==> src/rtl/csm_pkg.sv <==
// Shared types, constants and the saturating adder of the sparse matrix-vector block.
`default_nettype none
package csm_pkg;
    localparam int VAL_W    = 32;
    localparam int SUM_W    = 64;
    localparam int IDX_W    = 10;
    localparam int NROW_W   = 11;
    localparam int OQ_DEPTH = 4;
    localparam int OQ_CW    = 3;

    localparam logic [NROW_W-1:0] ROW_LIMIT = 11'd1024;
    localparam logic [2:0] REG_TRANSPOSE = 3'd0;
    localparam logic [2:0] REG_NUM_ROWS  = 3'd4;

    localparam logic signed [SUM_W-1:0] SUM_MAX = {1'b0, {(SUM_W-1){1'b1}}};
    localparam logic signed [SUM_W-1:0] SUM_MIN = {1'b1, {(SUM_W-1){1'b0}}};

    typedef enum logic [1:0] {
        ACT_LOAD,
        ACT_NONZERO,
        ACT_EMPTY,
        ACT_READ
    } t_action;

    typedef enum logic [2:0] {
        K_LOAD,
        K_MAC,
        K_EMPTY,
        K_ADVANCE,
        K_SCATTER,
        K_READ
    } t_kind;

    typedef struct packed {
        t_kind                    kind;
        logic [IDX_W-1:0]         idx;
        logic signed [VAL_W-1:0]  val;
        logic                     last;
    } t_op;

    typedef struct packed {
        logic signed [SUM_W-1:0]  value;
        logic [IDX_W-1:0]         row;
        logic                     ovf;
    } t_result;

    // returns {saturated, sum}
    function automatic logic [SUM_W:0] sat_add(input logic signed [SUM_W-1:0] a,
                                               input logic signed [SUM_W-1:0] b);
        logic signed [SUM_W-1:0] s;
        s = a + b;
        if ((a[SUM_W-1] == b[SUM_W-1]) && (s[SUM_W-1] != a[SUM_W-1])) begin
            return {1'b1, (a[SUM_W-1] ? SUM_MIN : SUM_MAX)};
        end
        return {1'b0, s};
    endfunction
endpackage
`default_nettype wire

==> src/rtl/csm_outq.sv <==
// Result queue between the back end and the result ports.
`default_nettype none
module csm_outq (
    input  wire                         i_clk,
    input  wire                         i_rst_n,
    input  wire                         i_push,
    input  csm_pkg::t_result            i_data,
    input  wire                         i_pop,
    output logic                        o_empty,
    output csm_pkg::t_result            o_data,
    output logic [csm_pkg::OQ_CW-1:0]   o_count
);
    import csm_pkg::*;

    localparam int PW = $clog2(OQ_DEPTH);

    t_result          r_q [OQ_DEPTH];
    logic [PW-1:0]    r_wp, r_rp;
    logic [OQ_CW-1:0] r_cnt;
    logic             w_deq;

    assign o_empty = (r_cnt == '0);
    assign o_data  = r_q[r_rp];
    assign o_count = r_cnt;
    assign w_deq   = i_pop & ~o_empty;

    always_ff @(posedge i_clk) begin
        if (i_push) begin
            r_q[r_wp] <= i_data;
        end
    end

    always_ff @(posedge i_clk) begin
        if (!i_rst_n) begin
            r_wp  <= '0;
            r_rp  <= '0;
            r_cnt <= '0;
        end else begin
            if (i_push) begin
                r_wp <= r_wp + 1'b1;
            end
            if (w_deq) begin
                r_rp <= r_rp + 1'b1;
            end
            r_cnt <= r_cnt + OQ_CW'(i_push) - OQ_CW'(w_deq);
        end
    end
endmodule
`default_nettype wire

==> config.mk <==
export PLATFORM = sky130hd
export DESIGN_NAME = csm_outq
export DESIGN_NICKNAME = d
export VERILOG_FILES = /design/src/rtl/csm_pkg.sv /design/src/rtl/csm_outq.sv
export SDC_FILE = /design/constraint.sdc
export NUM_CORES = 1
export LEC_CHECK = 0
export ABC_AREA = 1
export BUFFER_PORTS_ARGS = -buffer_cell sky130_fd_sc_hd__clkbuf_2
export CAP_MARGIN = 20
export CORE_ASPECT_RATIO = 1.5
export CORE_UTILIZATION = 50
export DETAILED_ROUTE_END_ITERATION = 12
export PLACE_DENSITY = 0.71
export SLEW_MARGIN = 40
export SYNTH_ARGS = -nofsm -noshare
export SYNTH_HDL_FRONTEND = slang
export SYNTH_SLANG_ARGS = --single-unit
export TNS_END_PERCENT = 5
==> constraint.sdc <==
create_clock -name i_clk -period 4.6 [get_ports i_clk]
set_clock_uncertainty 0.1 [all_clocks]
set_input_delay 0.69 -clock i_clk [delete_from_list [all_inputs] [get_ports i_clk]]
set_output_delay 0.69 -clock i_clk [all_outputs]
set_load 0.02 [all_outputs]
# Word level (Yosys, flattened, before mapping)
# Memories as Yosys holds them, arrays and structs flattened. A register that Yosys moved wholly into a read port is not among the register bits.
# Cells that the tools add are included.
# Widths: inputs -> output; s select.
dict set report totals {
  ram_bits 300
  ff_bits 7
  output_inout_bits 79
  wordCells 15
  in_bits 79
  memories 1
}
# name depth word_bits rd rd_clocked_by_memory_dff write_ports line_no
set mem_list {}
lappend mem_list {r_q 4 75 1 1 1 csm_outq.sv:17} ;# t_result r_q [OQ_DEPTH];
dict set report classes {
  n_reduce_logical 1
  add_sub_neg 4
  mux 4
  bitwise_logic 2
}
# cell n
set ops {}
lappend ops {{$add 2x1->2 const B} 2}
lappend ops {{$mux 2} 2}
lappend ops {{$add 3x1->3} 1}
lappend ops {{$logic_not 3->1} 1}
lappend ops {{$sub 3x1->3} 1}
lappend ops {{$mux 1} 2}
lappend ops {{$and 1x1->1} 1}
lappend ops {{$not 1->1} 1}

# Depth between registers and ports, before layout
dict set report depth {
  depth_word 5
  ltp_mapped 12
  mapped_depth_nobuf 12
}

# Worst setup path before layout
# OpenSTA, ideal clock, no wires.
dict set report synth_path {
  kind {input-to-reg}
  from {in i_push}
  to {mem r_q[0][0] (netlist bit) (enable)}
  setup_ns 0.429
  slack_ns 1.893
  path_buffers 0
  arrival_ns 2.178
  required_ns 4.071
  stages 2
  path_cell_list {nand2_1 inv_1}
}
dict set report synth_via {
  elab_chain_cells 2
}
# item line_no
set synth_lines {}
lappend synth_lines {{start, declared} csm_outq.sv:6} ;# input wire i_push,
lappend synth_lines {{$mux 1} csm_outq.sv:28} ;# if (i_push) begin
lappend synth_lines {{$mux 1 (implied by the code)} csm_outq.sv:29} ;# r_q[r_wp] <= i_data;
lappend synth_lines {{end, declared} csm_outq.sv:17}
# Every way passes these cells.

==> summary.md <==
| Metric | Value |
|---|---|
| Comb pwr share | `0.239` |
| Clock share of power | `0.314` |
| Count of different cell masters after synthesis | `23` |
| Max-slew violations | `0` |
| Starting Density | `0.511` |
| Vias per cell | `5.36` |
| Share of cells above drive strength 1 | `0.317` |
| Worst-Margin Slew | `0.824 ns` |
| Crit path time final | `3.45 ns` |
| Critical-path maximum fanout | `89` |
| Total grt overflow | `0` |
| CP endpoint kind | `primary output` |
| # IOs | `158` |
| Antenna-violating nets left | `0` |
| Sw frac | `0.305` |
| WL per Instance | `18.5 µm` |
| Setup Viol. Count Final | `0` |
| Worst EP arrival | `2.66 ns` |
| Power Total | `7410 µW` |
| Reg2Reg Depth | `5` |
| Nature of the critical path startpoint | `register` |
| Die W | `129 µm` |
| Die area | `25000 µm²` |
| Post-CTS sizing | `0` |
| RSZ-0062 raised after global routing | `false` |
| DRT Pass-1 Iters | `5` |
| Syn Nets | `871` |
| Seq/Total Area, Yosys | `0.755` |
| Mean Syn Cell Area | `15.5 µm²` |
| Yosys reg bits | `309` |
| Setup TNS Final | `0 ns` |
| Syn. warnings | `0` |
| CTS Hold Buffers Added | `0` |
| GP Congestion | `0.723` |
| Worst vdd ir | `326 µV` |
| P_leak | `0.00491 µW` |
| Worst Hold Depth | `1` |
| Placed wire-length estimate | `13500 µm` |
| Fillcell total | `1897` |
| Die Y | `193 µm` |
| Port buffer count | `157` |
| Int Power | `5150 µW` |
| Area grow syn2layout | `15.7%` |
| Routed vias | `6854` |
| GRT Util Overall | `0.189` |
| Area after DPL | `13100 µm²` |
| Crit-path cells | `inv_8 -> buf_12 -> o21ai_0 -> o22ai_2 -> clkbuf_2` |
| Area of the multi-input gates | `2570 µm²` |
| Hold slack final | `0.276 ns` |
| Clk_lat worst skew | `0.52 ns` |
| Critical path class | `register to primary output` |
| Clock root buffer | `clkbuf_16` |
| Iter 0 DRT Violations | `473` |
| Net Switching | `2260 µW` |
| Final wirelength | `23600 µm` |
| Vias in the first global route | `6683` |
| Core area | `23800 µm²` |
| Post-route insts no fill | `1278` |
| Pwr/cell area | `527 nW/µm²` |
| CTS tree | `yes` |
| Delay of the slowest critical-path stage | `0.64 ns` |
| H-tree depth | `1` |
| Pin count of the biggest net entering global routing | `93` |
| Max-cap violations | `0` |
| Hold Fails Final Rpt | `0` |
| Setup bufs post-CTS | `0` |
| DRC Markers | `0` |
| Status | `finished clean` |
| Register area | `9190 µm²` |
| Dpl cells | `1226` |
| Row cnt | `69` |
| Commonest non-fill, non-tap cell in the layout | `edfxtp_1` |
| Crit path max-delay cell type | `inv_8` |
| Part of the cycle the worst path needs | `0.751` |
| Initial antenna violation count | `2` |
| Max-slew headroom | `0.451` |
| Max clock buf depth | `3` |
| Clock tree sinks | `309` |
| First-pass GRT wire length | `35600 µm` |
| Post-layout instance area | `14100 µm²` |
| Crit path required time | `3.81 ns` |
| Total CTS buffers | `28` |
| Final net count | `1023` |
| FMAX | `290 MHz` |
| CTS clk-pin slew, worst paths | `0.06 ns` |
| Synthesized instance count | `785` |
| Most frequent cells in the layout | `300 x edfxtp_1, 157 x clkbuf_2, 127 x o21ai_0` |
| Cell area after synthesis | `12200 µm²` |
| Seq pwr share | `0.448` |
| Min-delay worst type | `input pin to register` |
-- metrics by stage --
step | setup slack [ns] | util
6_report | 1.15 | 0.591
5_1_grt | 0.962 | 0.591
4_1_cts | 0.930 | 0.591
3_5_place_dp | 1.49 | 0.551
3_3_place_gp | 1.52 | 0.551
2_1_floorplan | 1.89 | -
-- worst paths after layout --
| kind | from | endpoint | slack (ns) |
|---|---|---|---|
| worst max register to register | r_wp[0] | r_q[2][33] | 2.46 |
| worst min register to register | r_rp[0] | r_rp[0] | 0.39 |
| worst max-delay path | register | o_data[9] | 1.15 |
| worst min-delay path | i_data[27] | r_q[0][27] | 0.28 |
-- cell families after synthesis --
group | share of synthesized area
AO/OA/AOI/OAI | 0.125
flip-flops | 0.755
buffers and inverters | 0.0336
adder cells (fa/ha/maj) | 0.00781
AND/OR/NAND/NOR | 0.0782
-- registers in the layout, indices dropped and copies added (netlist names), named ones only --
register	cells
r_q	300
o_count	3
r_rp	2
r_wp	2
-- area by class of cell --
| cell class | count | share of cell area |
|---|---|---|
| Multi-Input combinational cell | 410 | 0.183 |
| Clock inverter | 14 | 0.0126 |
| Timing Repair Buffer | 170 | 0.0639 |
| Clock buffer | 37 | 0.0537 |
| Tap cell | 319 | 0.0283 |
| Inverter | 18 | 0.00569 |
| Sequential cell | 309 | 0.653 |
| Antenna cell | 1 | 0.000178 |
-- per-layer routing --
| layer | routed length (µm) | track usage | share of wire |
|---|---|---|---|
| met2 | 12000 | 0.323 | 0.51 |
| met4 | 776 | 0.0855 | 0.033 |
| met1 | 9640 | 0.240 | 0.41 |
| met5 | 11 | 0 | 0.00047 |
| met3 | 1200 | 0.0276 | 0.051 |
-- cell usage after synthesis --
cell | n | area share
a21oi_1 | 5 | 0.0021
buf_12 | 5 | 0.0082
buf_2 | 15 | 0.0062
buf_6 | 6 | 0.0056
buf_8 | 1 | 0.0012
clkbuf_1 | 21 | 0.0065
dfxtp_1 | 9 | 0.015
edfxtp_1 | 300 | 0.74
fa_1 | 1 | 0.0016
ha_1 | 6 | 0.0062
inv_1 | 16 | 0.0049
inv_2 | 1 | 0.00031
inv_6 | 1 | 0.00072
nand2_1 | 12 | 0.0037
nand3_1 | 2 | 0.00082
nor2_1 | 114 | 0.035
nor2_2 | 3 | 0.0015
nor2_4 | 40 | 0.037
o21ai_0 | 127 | 0.052
o21ai_1 | 20 | 0.0082
o21ai_2 | 5 | 0.0036
o22ai_1 | 35 | 0.018
o22ai_2 | 40 | 0.041
-- critical path, delay by kind of cell, from the launching register on --
family | cells | cell delay, ns
buf+inv | 3 | 1.19
flops | 1 | 0.53
compound gates | 2 | 0.35
-- power groups by stage --
stage / sequential, µW / combinational, µW / clock, µW
floorplan: 3340 / 1340 / 0
global route: 3330 / 1920 / 2470
finish: 3320 / 1770 / 2330
CTS: 3320 / 1800 / 2370
detailed placement: 3380 / 1790 / 0
global placement: 3370 / 1760 / 0
No activity file was read; power rests on OpenSTA's default activity.
