### config.mk
export PLATFORM = sky130hd
export DESIGN_NAME = csm_front
export DESIGN_NICKNAME = d
export VERILOG_FILES = /design/src/rtl/csm_pkg.sv /design/src/rtl/csm_front.sv
export SDC_FILE = /design/constraint.sdc
export NUM_CORES = 1
export LEC_CHECK = 0
export ABC_AREA = 1
export BUFFER_PORTS_ARGS = -buffer_cell sky130_fd_sc_hd__buf_2
export CAP_MARGIN = 20
export CORE_ASPECT_RATIO = 0.8
export CORE_MARGIN = 3
export CORE_UTILIZATION = 50
export CTS_CLUSTER_SIZE = 40
export DETAILED_ROUTE_END_ITERATION = 8
export GPL_TIMING_DRIVEN = 0
export PLACE_DENSITY_LB_ADDON = 0.05
export SLEW_MARGIN = 25
export SYNTH_ARGS = -nofsm -noshare
export SYNTH_HDL_FRONTEND = slang
export SYNTH_SLANG_ARGS = --single-unit
### constraint.sdc
create_clock -name i_clk -period 4.2 [get_ports i_clk]
set_clock_uncertainty 0.1 [all_clocks]
set_input_delay 0 -clock i_clk [delete_from_list [all_inputs] [get_ports i_clk]]
set_output_delay 0 -clock i_clk [all_outputs]
set_load 0.02 [all_outputs]
### src/rtl/csm_pkg.sv
// Shared types, constants and the saturating adder of the sparse matrix-vector block.
`default_nettype none
package csm_pkg;
    localparam int VAL_W    = 32;
    localparam int SUM_W    = 64;
    localparam int IDX_W    = 10;
    localparam int NROW_W   = 11;
    localparam int OQ_DEPTH = 4;
    localparam int OQ_CW    = 3;

    localparam logic [NROW_W-1:0] ROW_LIMIT = 11'd1024;
    localparam logic [2:0] REG_TRANSPOSE = 3'd0;
    localparam logic [2:0] REG_NUM_ROWS  = 3'd4;

    localparam logic signed [SUM_W-1:0] SUM_MAX = {1'b0, {(SUM_W-1){1'b1}}};
    localparam logic signed [SUM_W-1:0] SUM_MIN = {1'b1, {(SUM_W-1){1'b0}}};

    typedef enum logic [1:0] {
        ACT_LOAD,
        ACT_NONZERO,
        ACT_EMPTY,
        ACT_READ
    } t_action;

    typedef enum logic [2:0] {
        K_LOAD,
        K_MAC,
        K_EMPTY,
        K_ADVANCE,
        K_SCATTER,
        K_READ
    } t_kind;

    typedef struct packed {
        t_kind                    kind;
        logic [IDX_W-1:0]         idx;
        logic signed [VAL_W-1:0]  val;
        logic                     last;
    } t_op;

    typedef struct packed {
        logic signed [SUM_W-1:0]  value;
        logic [IDX_W-1:0]         row;
        logic                     ovf;
    } t_result;

    // returns {saturated, sum}
    function automatic logic [SUM_W:0] sat_add(input logic signed [SUM_W-1:0] a,
                                               input logic signed [SUM_W-1:0] b);
        logic signed [SUM_W-1:0] s;
        s = a + b;
        if ((a[SUM_W-1] == b[SUM_W-1]) && (s[SUM_W-1] != a[SUM_W-1])) begin
            return {1'b1, (a[SUM_W-1] ? SUM_MIN : SUM_MAX)};
        end
        return {1'b0, s};
    endfunction
endpackage
`default_nettype wire

### src/rtl/csm_front.sv
// Front end: accepts items, classifies them by mode and holds them in a short queue.
`default_nettype none
module csm_front (
    input  wire                         i_clk,
    input  wire                         i_rst_n,
    input  wire                         i_push,
    input  wire [1:0]                   i_action,
    input  wire [csm_pkg::IDX_W-1:0]    i_index,
    input  wire signed [csm_pkg::VAL_W-1:0] i_value,
    input  wire                         i_row_end,
    input  wire                         i_transpose,
    input  wire                         i_hold,
    output logic                        o_full,
    input  wire                         i_pop,
    output logic                        o_valid,
    output csm_pkg::t_op                o_op
);
    import csm_pkg::*;

    t_op        r_q [2];
    logic       r_wp, r_rp;
    logic [1:0] r_cnt;
    t_op        w_op;
    logic       w_acc, w_deq;

    always_comb begin
        w_op.idx  = i_index;
        w_op.val  = i_value;
        w_op.last = i_row_end;
        unique case (t_action'(i_action))
            ACT_LOAD:    w_op.kind = K_LOAD;
            ACT_NONZERO: w_op.kind = i_transpose ? K_SCATTER : K_MAC;
            ACT_EMPTY:   w_op.kind = i_transpose ? K_ADVANCE : K_EMPTY;
            ACT_READ:    w_op.kind = K_READ;
            default:     w_op.kind = K_READ;
        endcase
    end

    assign o_full  = (r_cnt == 2'd2) | i_hold;
    assign o_valid = (r_cnt != 2'd0);
    assign o_op    = r_q[r_rp];
    assign w_acc   = i_push & ~o_full;
    assign w_deq   = i_pop & o_valid;

    always_ff @(posedge i_clk) begin
        if (w_acc) begin
            r_q[r_wp] <= w_op;
        end
    end

    always_ff @(posedge i_clk) begin
        if (!i_rst_n) begin
            r_wp  <= 1'b0;
            r_rp  <= 1'b0;
            r_cnt <= 2'd0;
        end else begin
            if (w_acc) begin
                r_wp <= ~r_wp;
            end
            if (w_deq) begin
                r_rp <= ~r_rp;
            end
            r_cnt <= r_cnt + {1'b0, w_acc} - {1'b0, w_deq};
        end
    end
endmodule
`default_nettype wire

**Word-level counts from Yosys, hierarchy flattened**

Memories as Yosys holds them, arrays and structs flattened. A register that Yosys moved wholly into a read port is not among the register bits.
Index checks and enable logic that the tools add are counted.
W data, S select, Z words.

- Memory bits (writable): 92
- Input bits: 51
- Word-level logic and storage cells: 25
- Output and inout port bits: 48
- Memories kept: 1
- Flip-flop bits (word level): 4

Memory list:

| name | words | width | read ports | clocked after memory_dff | wr ports | line | source |
|---|---|---|---|---|---|---|---|
| r_q | 2 | 46 | 1 | 1 | 1 | csm_front.sv:20 | `t_op r_q [2];` |

- $add $sub $neg: 2
- Bitwise logic cells: 6
- Reductions and logical operators: 2
- Muxes and demuxes: 7
- Eq/ne operators: 4

Operators with widths:

| kind | count |
|---|---|
| $pmux W3 S4 | 1 |
| $eq A2 B2 Y1 const B | 3 |
| $mux W1 | 5 |
| $mux W3 | 1 |
| $not A1 Y1 | 3 |
| $add A2 B1 Y2 | 1 |
| $and A1 B1 Y1 | 2 |
| $eq A2 B1 Y1 const B | 1 |
| $logic_not A2 Y1 | 1 |
| $reduce_bool A2 Y1 | 1 |
| $sub A2 B1 Y2 | 1 |
| $or A1 B1 Y1 | 1 |

**Longest topological paths before layout**

Gate-level depths: netlist (run 1).

- Word-level depth: 6
- Gate-level depth with buffers: 11

**Least setup slack after synthesis (run 1)**

OpenSTA, ideal clock, no wires.

- Path kind: flip-flop to flip-flop
- Start: reg r_cnt[0]
- End: mem r_q[0][0] in the netlist's numbering (enable)
- Cell stages (with the launch flop): 5
- Arrival time: 2.521 ns
- Required time: 3.650 ns
- Buffers on the path: 0
- Slack: 1.130 ns
- Cell sequence: dfxtp_1 inv_1 nand2_1 nand3_1 nor2_1

- Longest elaborated chain between the ends: 6

Ends and longest elaborated chain:

| item | line | source |
|---|---|---|
| start: declaration | csm_front.sv:22 | `logic [1:0] r_cnt;` |
| start signal: assignment | csm_front.sv:63 | `r_cnt <= r_cnt + {1'b0, w_acc} - {1'b0, w_deq};` |
| $eq A2 B2 Y1 | csm_front.sv:39 | `assign o_full = (r_cnt == 2'd2) \| i_hold;` |
| $or A1 B1 Y1 | csm_front.sv:39 |  |
| $not A1 Y1 | csm_front.sv:42 | `assign w_acc = i_push & ~o_full;` |
| $and A1 B1 Y1 | csm_front.sv:42 |  |
| $mux W1 | csm_front.sv:46 | `if (w_acc) begin` |
| $mux W1 (not written as such) | csm_front.sv:47 | `r_q[r_wp] <= w_op;` |
| end: declaration | csm_front.sv:20 |  |

No other way between the ends.

**Final worst setup path (run 1)**

- Start: reg r_cnt[0]
- End: reg r_cnt[1]

- Longest elaborated chain between the ends: 6

Ends and longest elaborated chain:

| item | line |
|---|---|
| $eq A2 B2 Y1 | csm_front.sv:39 |
| $or A1 B1 Y1 | csm_front.sv:39 |
| $not A1 Y1 | csm_front.sv:42 |
| $and A1 B1 Y1 | csm_front.sv:42 |
| $add A2 B1 Y2 | csm_front.sv:63 |
| $sub A2 B1 Y2 * | csm_front.sv:63 |

Mark *: on every way between the ends. The rest lies on a longest branch, timed or not.
A chain may end at the register's enable or synchronous reset.

==> flow_summary.json, run 1 <==
{
  "rsz0062_at_grt": "false",
  "grt_pass1_wl_um": 11200,
  "gp_congestion": 0.714,
  "final_area_um2": 5200,
  "status": "finished, final reports clean",
  "ant_nets": 0,
  "drc_errors": 0,
  "seqPwrFrac_pct": 47.0,
  "avgSynthCellArea_um2": 20.1,
  "setup_violations": 0,
  "ios": 99,
  "cts.sinks": 97,
  "hold_start": "i_hold",
  "yosysTopAreaCell": "edfxtp_1",
  "syn_inst": 189,
  "clockBufferDepth": 2,
  "critPathMaxStageDelay_ns": 0.36,
  "critPathLaunchType": "register",
  "cp_num_buf_inv": 3,
  "die_h_um": 84.0,
  "drt_iter0_markers": 73,
  "tns_ns": 0,
  "synthesis.nets": 242,
  "cts_setup_buffers": 0,
  "h-tree-depth": 3,
  "grt_max_degree": 26,
  "insertion_delay_ns": 0.34,
  "path_common_cell": "inv_1",
  "slew_violations": 0,
  "r2r_end": "r_cnt[1]",
  "ys_ff_latch": 97,
  "place_area_um2": 4510,
  "antenna_found_initial": 0,
  "worst_slew_pin_slew_ns": 0.507,
  "path_cells": "inv_1, nand2_1, nand3_1, ha_1, inv_1, ha_1, inv_1, nand2_1, a21oi_1, nor2_1",
  "insertedDiodeCount": 0,
  "max_freq_mhz": 558,
  "crit_cells": 10,
  "reg2reg_depth": 10,
  "area_growth_syn_to_layout_pct": 36.7,
  "final_common_cell": "buf_2",
  "die_w_um": 104,
  "seq_area_frac_synth_pct": 75.2,
  "drt_wl_total_um": 6720,
  "crit_family": "adder cells",
  "cp-endpoint": "r_cnt[1]",
  "comb_power_share_pct": 30.3,
  "synth_top_area_share_pct": 72.6,
  "dp_cells": 391,
  "ys_types": 15,
  "crit_start": "r_cnt[0]",
  "cp.arrival_ns": 1.92,
  "synthesis.area_um2": 3810,
  "clk_pin_slew_worst_paths_ns": 0.09,
  "mostFrequentLayoutCells": "buf_2 (98), edfxtp_1 (92), dlygate4sd3_1 (51)",
  "worstPathRequired_ns": 4.33,
  "ff2ff_setup_slack_ns": 2.41,
  "final_net_count": 405,
  "power.internal_w": 0.00179,
  "cts_buffers": 9,
  "grt_pass1_vias": 2341,
  "viasPerCell": 4.62,
  "p_sw_w": 0.000693,
  "fin_crit_ns": 1.79,
  "rr_startpoint": "r_cnt[0]",
  "hpwl_um": 4260,
  "cap_viol_max_count": 0,
  "pwr_density_cell_nw_per_um2": 477,
  "hold_ws_ns": 0.0840,
  "p_leak_nw": 2.08,
  "path_class": "register to register",
  "slew_headroom_pct": 66.1,
  "portBuffers": 98,
  "rows": 27,
  "synth_area_leaders": "edfxtp_1 (73%), mux2_4 (16%), dfxtp_1 (2.6%)",
  "worstPathMaxFanout": 3,
  "post_drt_wl_per_cell_um": 14.7,
  "gr-total-overflow": 0,
  "clockPowerShare_pct": 22.7,
  "initial_core_util_pct": 53.4,
  "vdd_drop_max_v": 0.000341,
  "drt-pass1-iter-count": 4,
  "finalHoldViolCount": 0,
  "end_kind": "register",
  "clockRootBuffer": "clkbuf_8",
  "grt_usage_pct": 16.4,
  "coreArea_um2": 7130,
  "vias": 2112,
  "fin_cells": 457,
  "finish.utilization_pct": 73.0,
  "final.period_utilization_pct": 42.6,
  "critPathSlowestCell": "dfxtp_1",
  "cts_tree": "yes",
  "die_area_um2": 8700,
  "drive_above_1_share_pct": 46.9,
  "yosysWarnings": 0,
  "hold_class": "input port to register",
  "switching_share_pct": 27.9
}
cell usage after synthesis:
master,n
edfxtp_1,92
mux2_4,40
inv_1,12
nand2_1,11
nor2_1,9
mux2_2,6
dfxtp_1,5
buf_12,4
nand3_1,3
ha_1,2
a21oi_1,1
buf_6,1
nand4_1,1
o21a_1,1
o21ai_0,1
power groups by stage:
stage                     Sequential, W  Combinational [W]  Clock [W]
after floorplan                 0.00119           0.000518          0
after global placement          0.00119           0.000692          0
after detailed placement        0.00119           0.000721          0
after CTS                       0.00117           0.000760   0.000584
after global routing            0.00117           0.000803   0.000628
final                           0.00117           0.000752   0.000563
cell type report:
| cell class | instances | area, um^2 |
|---|---|---|
| flip-flops and latches | 97 | 2860 |
| fillers | 445 | 1930 |
| repair buffers | 152 | 1080 |
| multi-input cells | 75 | 815 |
| clock buffers | 11 | 131 |
| well taps | 101 | 126 |
| plain buffers | 5 | 91.3 |
| clock inverters | 4 | 53.8 |
| inverters | 12 | 45.0 |
per-stage QoR:
step | worst slack [ns] | power, W
floorplan | 1.13 | 0.00170
global placement | -0.0792 | 0.00188
detailed placement | 2.41 | 0.00191
CTS | 2.40 | 0.00251
global route | 2.25 | 0.00261
finish | 2.41 | 0.00248
worst min path at each step:
stage	to	slack (ns)	cells past startpoint
after floorplan	r_cnt[0]	-0.007	2
after global placement	r_q[1][5]	0.09	1
after detailed placement	r_q[1][9]	0.09	1
after CTS	r_wp	0.04	6
after global routing	r_wp	0.1	6
final	r_wp	0.08	6
tightest hold or removal path, cell delays in order:
cell	delay, ns
buf_2	0.08
inv_1	0.06
nand3_1	0.18
nand2_1	0.08
inv_1	0.05
nor2_1	0.04
kinds of logic (layout without fill, tap and decap cells):
kind of cell / count (synthesis) / in the layout / share of synthesized area (%)
fa+ha+maj: 2 / 2 / 0.657
mux: 46 / 46 / 17.6
simple gates: 24 / 24 / 2.53
compound gates: 3 / 3 / 0.460
buf+inv: 17 / 184 / 3.58
flops: 97 / 97 / 75.2
per-layer routing:
metal	track usage, %	part of all wire [%]	vias to the layer above
met3	6.34	5.3	4
met1	18.9	42	1017
li1	-	-	1027
met5	0	0	-
met4	3.38	0.71	0
met2	29.2	52	64
repair_timing:
| action | in CTS | in global routing |
|---|---|---|
| hold buffers | 51 | 0 |
| hold endpoints to repair | 97 | 0 |
| gates resized for setup | 0 | 0 |
sequential cells by signal (all words and copies together) (netlist names), named ones only:
register / flops
r_cnt: 2
r_rp: 1
r_q: 92
r_wp: 1
Power figures use the tool's default switching activity.
==> run 2: changes to the inputs <==
- clock period: 4.2 -> 1.8 ns (I/O delays scaled with it)
==> flow_summary.json, run 2 (synthesis gave the netlist of run 1 again) <==
{
  "status": "complete, but fails checks",
  "violations": "negative setup slack",
  "seqCellArea_um2": 2870,
  "place_ws_ns": -0.404,
  "final_common_cell": "buf_2",
  "cts_setup_buffers": 0,
  "post_drt_wl_per_cell_um": 14.7,
  "clockRootBuffer": "clkbuf_8",
  "place_area_um2": 4500,
  "path_class": "register to register",
  "ios": 99,
  "clockBufferDepth": 2,
  "multiInputGateArea_um2": 835,
  "drt-pass1-iter-count": 4,
  "setup_violations": 23,
  "top_regs": "r_q x92, r_cnt x2",
  "slew_violations": 0,
  "rsz0062_at_grt": "true",
  "fin_crit_ns": 1.82,
  "pwr_density_cell_nw_per_um2": 1140,
  "grt_pass1_vias": 2228,
  "setup_slack_ns": -0.0204,
  "p_leak_nw": 2.08,
  "gp_congestion": 0.726,
  "initial_core_util_pct": 53.4,
  "r2r_end": "r_q[1][3]",
  "reg2reg_depth": 4,
  "drt_wl_total_um": 6760,
  "end_kind": "register",
  "ff2ff_setup_slack_ns": -0.02,
  "fillers": 438,
  "cp.arrival_ns": 1.64,
  "viasPerCell": 4.65,
  "largest_reg_flops": 92,
  "hold_start": "i_hold",
  "ant_nets": 0,
  "coreArea_um2": 7130,
  "final_net_count": 405,
  "grt_max_degree": 24,
  "crit_start": "r_cnt[0]",
  "portBuffers": 98,
  "finalHoldViolCount": 0,
  "hold_class": "input port to register",
  "h-tree-depth": 3,
  "finish.utilization_pct": 73.5,
  "cp-endpoint": "r_q[1][3]",
  "die_area_um2": 8700,
  "insertion_delay_ns": 0.34,
  "cts.sinks": 97,
  "clk_pin_slew_worst_paths_ns": 0.09,
  "final_area_um2": 5240,
  "cts_buffers": 9,
  "mostFrequentLayoutCells": "buf_2 (98), edfxtp_1 (92), dlygate4sd3_1 (51)",
  "rows": 27,
  "drc_errors": 0,
  "worst_slew_pin_slew_ns": 0.549,
  "cap_viol_max_count": 0,
  "final.period_utilization_pct": 101,
  "regMostFlops": "r_q",
  "grt_pass1_wl_um": 10700,
  "max_freq_mhz": 549,
  "vdd_drop_max_v": 0.000654,
  "die_h_um": 84.0,
  "drt_iter0_markers": 75,
  "antenna_found_initial": 0,
  "slew_headroom_pct": 63.3,
  "drive_above_1_share_pct": 48.2,
  "hpwl_um": 4220,
  "area_growth_syn_to_layout_pct": 37.7,
  "gr-total-overflow": 0,
  "critPathLaunchType": "register",
  "worstPathMaxFanout": 23,
  "rr_startpoint": "r_cnt[0]",
  "worstPathRequired_ns": 1.62,
  "die_w_um": 104,
  "insertedDiodeCount": 0,
  "grt_usage_pct": 16.2,
  "cts_tree": "yes",
  "vias": 2128
}
==> run 2: cell types whose count changed in the layout (fill, tap and decap cells not counted), sizes merged <==
cell and change:
clkinv +2, clkinvlp +2, inv -2, buf -1, bufinv +1, clkbuf -1
==> run 2: worst min path at each step <==
stage                       to  slack (ns)  cells past startpoint
floorplan             r_cnt[0]      -0.007                      2
global placement     r_q[1][0]        0.09                      1
global route        r_q[0][41]        0.11                      4
CTS                 r_q[0][41]        0.08                      4
detailed placement   r_q[0][0]        0.09                      1
finish              r_q[0][19]         0.1                      4
==> run 2: through the flow <==
step,instances,hold slack [ns],power (W),setup TNS (ns)
after global placement,388,0.0867,0.00440,-39.05
after floorplan,189,-0.00655,0.00399,0
after global routing,458,0.114,0.00621,-5.35
final,458,0.0990,0.00595,-0.393
after detailed placement,390,0.0907,0.00446,-18.44
after CTS,458,0.0802,0.00601,-1.77
==> run 2: final cells by class <==
class	instances	share of cell area, %
clock buffer	10	2.44
buffer	5	1.74
sequential	97	54.7
multi-input combinational	75	15.9
clock inverter	6	1.58
tap	101	2.41
inverter	12	0.931
timing repair inverter	1	0.143
timing repair buffer	151	20.2
==> run 2: power breakdown <==
group          internal, W  total (W)  switching (W)
Combinational     0.000871    0.00177       0.000896
Sequential         0.00267    0.00274      0.0000631
Clock             0.000773    0.00145       0.000675
==> run 2: critical path, stage by stage (launching register included) <==
cell and delay, ns:
dfxtp_2 0.34, inv_2 0.07, nand2_4 0.06, nand4_1 0.26, clkinvlp_4 0.57
==> run 2: timing repair <==
| action | in CTS | in global routing |
|---|---|---|
| endpoints found under the setup margin | 46 | 46 |
| gates cloned | 1 | 0 |
| hold endpoints to repair | 97 | 0 |
| hold buffers | 51 | 0 |
| gates resized for setup | 5 | 0 |
==> run 2: routing by layer <==
layer / part of all wire, % / track usage [%] / routed length [um] / up-vias
li1: - / - / - / 1042
met2: 52 / 29.8 / 3520 / 72
met4: 0.55 / 3.62 / 37 / 0
met1: 41 / 18.0 / 2770 / 1010
met5: 0 / 0 / 0 / -
met3: 6.3 / 5.88 / 428 / 4
==> run 3: changes to the inputs <==
- CORE_UTILIZATION: 50 -> 52
==> flow_summary.json, run 3 (synthesis gave the netlist of run 1 again) <==
{
  "insertion_delay_ns": 0.35,
  "comb_power_share_pct": 30.3,
  "status": "finished, final reports clean",
  "path_cells": "inv_1, nand2_2, nand3_4, ha_1, inv_1, ha_1, inv_1, nand2_1, a21oi_1, nor2_1",
  "reg2reg_depth": 10,
  "grt_pass1_vias": 2087,
  "drt_iter0_markers": 74,
  "p_sw_w": 0.00168,
  "portBuffers": 98,
  "mostFrequentLayoutCells": "buf_2 (98), edfxtp_1 (92), dlygate4sd3_1 (51)",
  "cts_buffers": 9,
  "cp.arrival_ns": 1.79,
  "clockBufferDepth": 2,
  "hold_depth": 4,
  "worstPathMaxFanout": 3,
  "slew_violations": 0,
  "final_common_cell": "buf_2",
  "power.internal_w": 0.00421,
  "seqPwrFrac_pct": 46.3,
  "ant_nets": 0,
  "multiInputGateArea_um2": 830,
  "ios": 99,
  "h-tree-depth": 3,
  "fin_crit_ns": 1.64,
  "clockRootBuffer": "clkbuf_8",
  "r2r_end": "r_cnt[1]",
  "initial_core_util_pct": 54.4,
  "area_growth_syn_to_layout_pct": 39.1,
  "grt_usage_pct": 16.9,
  "coreArea_um2": 6990,
  "path_class": "register to register",
  "finalHoldViolCount": 0,
  "gr-total-overflow": 0,
  "drc_errors": 0,
  "vias": 2150,
  "place_area_um2": 4490,
  "switching_share_pct": 28.6,
  "post_drt_wl_per_cell_um": 15.3,
  "path_common_cell": "inv_1",
  "insertedDiodeCount": 0,
  "slew_headroom_pct": 79.1,
  "vdd_drop_max_v": 0.000901,
  "final.period_utilization_pct": 91.2,
  "holdPathEnd": "r_q[0][44]",
  "die_w_um": 102,
  "fillers": 437,
  "pwr_density_cell_nw_per_um2": 1110,
  "hpwl_um": 4090,
  "grt_max_degree": 23,
  "max_freq_mhz": 609,
  "cp_num_buf_inv": 3,
  "hold_class": "input port to register",
  "crit_family": "adder cells",
  "worst_slew_pin_slew_ns": 0.312,
  "drt_wl_total_um": 6930,
  "clk_pin_slew_worst_paths_ns": 0.09,
  "hold_start": "i_hold",
  "clockPowerShare_pct": 23.5,
  "rr_startpoint": "r_cnt[0]",
  "critPathSlowestCell": "dfxtp_1",
  "die_area_um2": 8390,
  "cts_tree": "yes",
  "top_regs": "r_q x92, r_cnt x2",
  "end_kind": "register",
  "final_area_um2": 5290,
  "drt-pass1-iter-count": 4,
  "cts.sinks": 97,
  "grt_pass1_wl_um": 10300,
  "p_leak_nw": 2.12,
  "regMostFlops": "r_q",
  "worstPathRequired_ns": 1.95,
  "ff2ff_setup_slack_ns": 0.16,
  "die_h_um": 82.5,
  "critPathMaxStageDelay_ns": 0.36,
  "gp_congestion": 0.680,
  "hold_ws_ns": 0.0464,
  "final_net_count": 414,
  "antenna_found_initial": 0,
  "rsz0062_at_grt": "false",
  "drive_above_1_share_pct": 48.9,
  "viasPerCell": 4.75,
  "cap_viol_max_count": 0,
  "critPathLaunchType": "register",
  "setup_violations": 0,
  "largest_reg_flops": 92,
  "rows": 27,
  "seqCellArea_um2": 2860
}
[run 3: what timing repair did]
item                                    CTS  global route
hold endpoints to repair                101             0
endpoints found under the setup margin   46             0
hold buffers                             51             0
gates resized for setup                   3             0
setup buffers                             7             0
[run 3: per-layer routing]
layer / routed length, um / track usage (%) / vias up / part of all wire, %
li1: - / - / 1057 / -
met4: 58 / 5.18 / 0 / 0.84
met2: 3490 / 28.9 / 65 / 50
met5: 0 / 0 / - / 0
met3: 411 / 5.79 / 7 / 5.9
met1: 2970 / 20.5 / 1021 / 43
[run 3: worst max path at each step]
| stage | startpoint | end | slack, ns | cells after the start |
|---|---|---|---|---|
| global placement | r_cnt[0] | r_q[0][32] | -0.41 | 4 |
| CTS | r_cnt[0] | r_cnt[1] | 0.14 | 10 |
| global route | r_cnt[0] | r_cnt[1] | 0.009 | 10 |
| floorplan | r_cnt[0] | r_q[0][0] | 0.009 | 4 |
| finish | r_cnt[0] | r_cnt[1] | 0.16 | 10 |
| detailed placement | r_cnt[0] | r_q[1][26] | -0.39 | 4 |
[run 3: metrics by stage]
stage	power (W)	instances	setup TNS (ns)	worst slack (ns)	util (%)
after floorplan	0.00399	189	0	0.00950	-
after global placement	0.00440	374	-36.71	-0.411	63.4
after detailed placement	0.00446	376	-17.80	-0.390	64.2
after CTS	0.00595	453	0	0.143	75.7
after global routing	0.00617	453	0	0.00888	75.7
final	0.00589	453	0	0.159	75.7
[run 3: area by class of cell]
cell class                 instances  area share [%]
buffer                             5            1.73
sequential                        97            54.1
tap                               87            2.06
clock buffer                      11            2.48
timing repair inverter             3           0.426
clock inverter                     5            1.21
timing repair buffer             158            21.4
multi-input combinational         75            15.7
inverter                          12           0.922
[run 3: worst register-to-register path: stages, from the launching register on]
cell     delay, ns
dfxtp_1       0.36
inv_1         0.07
nand2_2       0.09
nand3_4       0.10
ha_1          0.29
inv_1         0.04
ha_1          0.19
inv_1         0.06
nand2_1       0.06
a21oi_1       0.13
nor2_1        0.06
[run 3: power groups by stage]
stage | Sequential [W] | Clock (W) | Combinational [W]
3_5_place_dp | 0.00278 | 0 | 0.00168
3_3_place_gp | 0.00277 | 0 | 0.00163
4_1_cts | 0.00273 | 0.00142 | 0.00180
6_report | 0.00272 | 0.00138 | 0.00178
2_1_floorplan | 0.00276 | 0 | 0.00123
5_1_grt | 0.00274 | 0.00152 | 0.00191
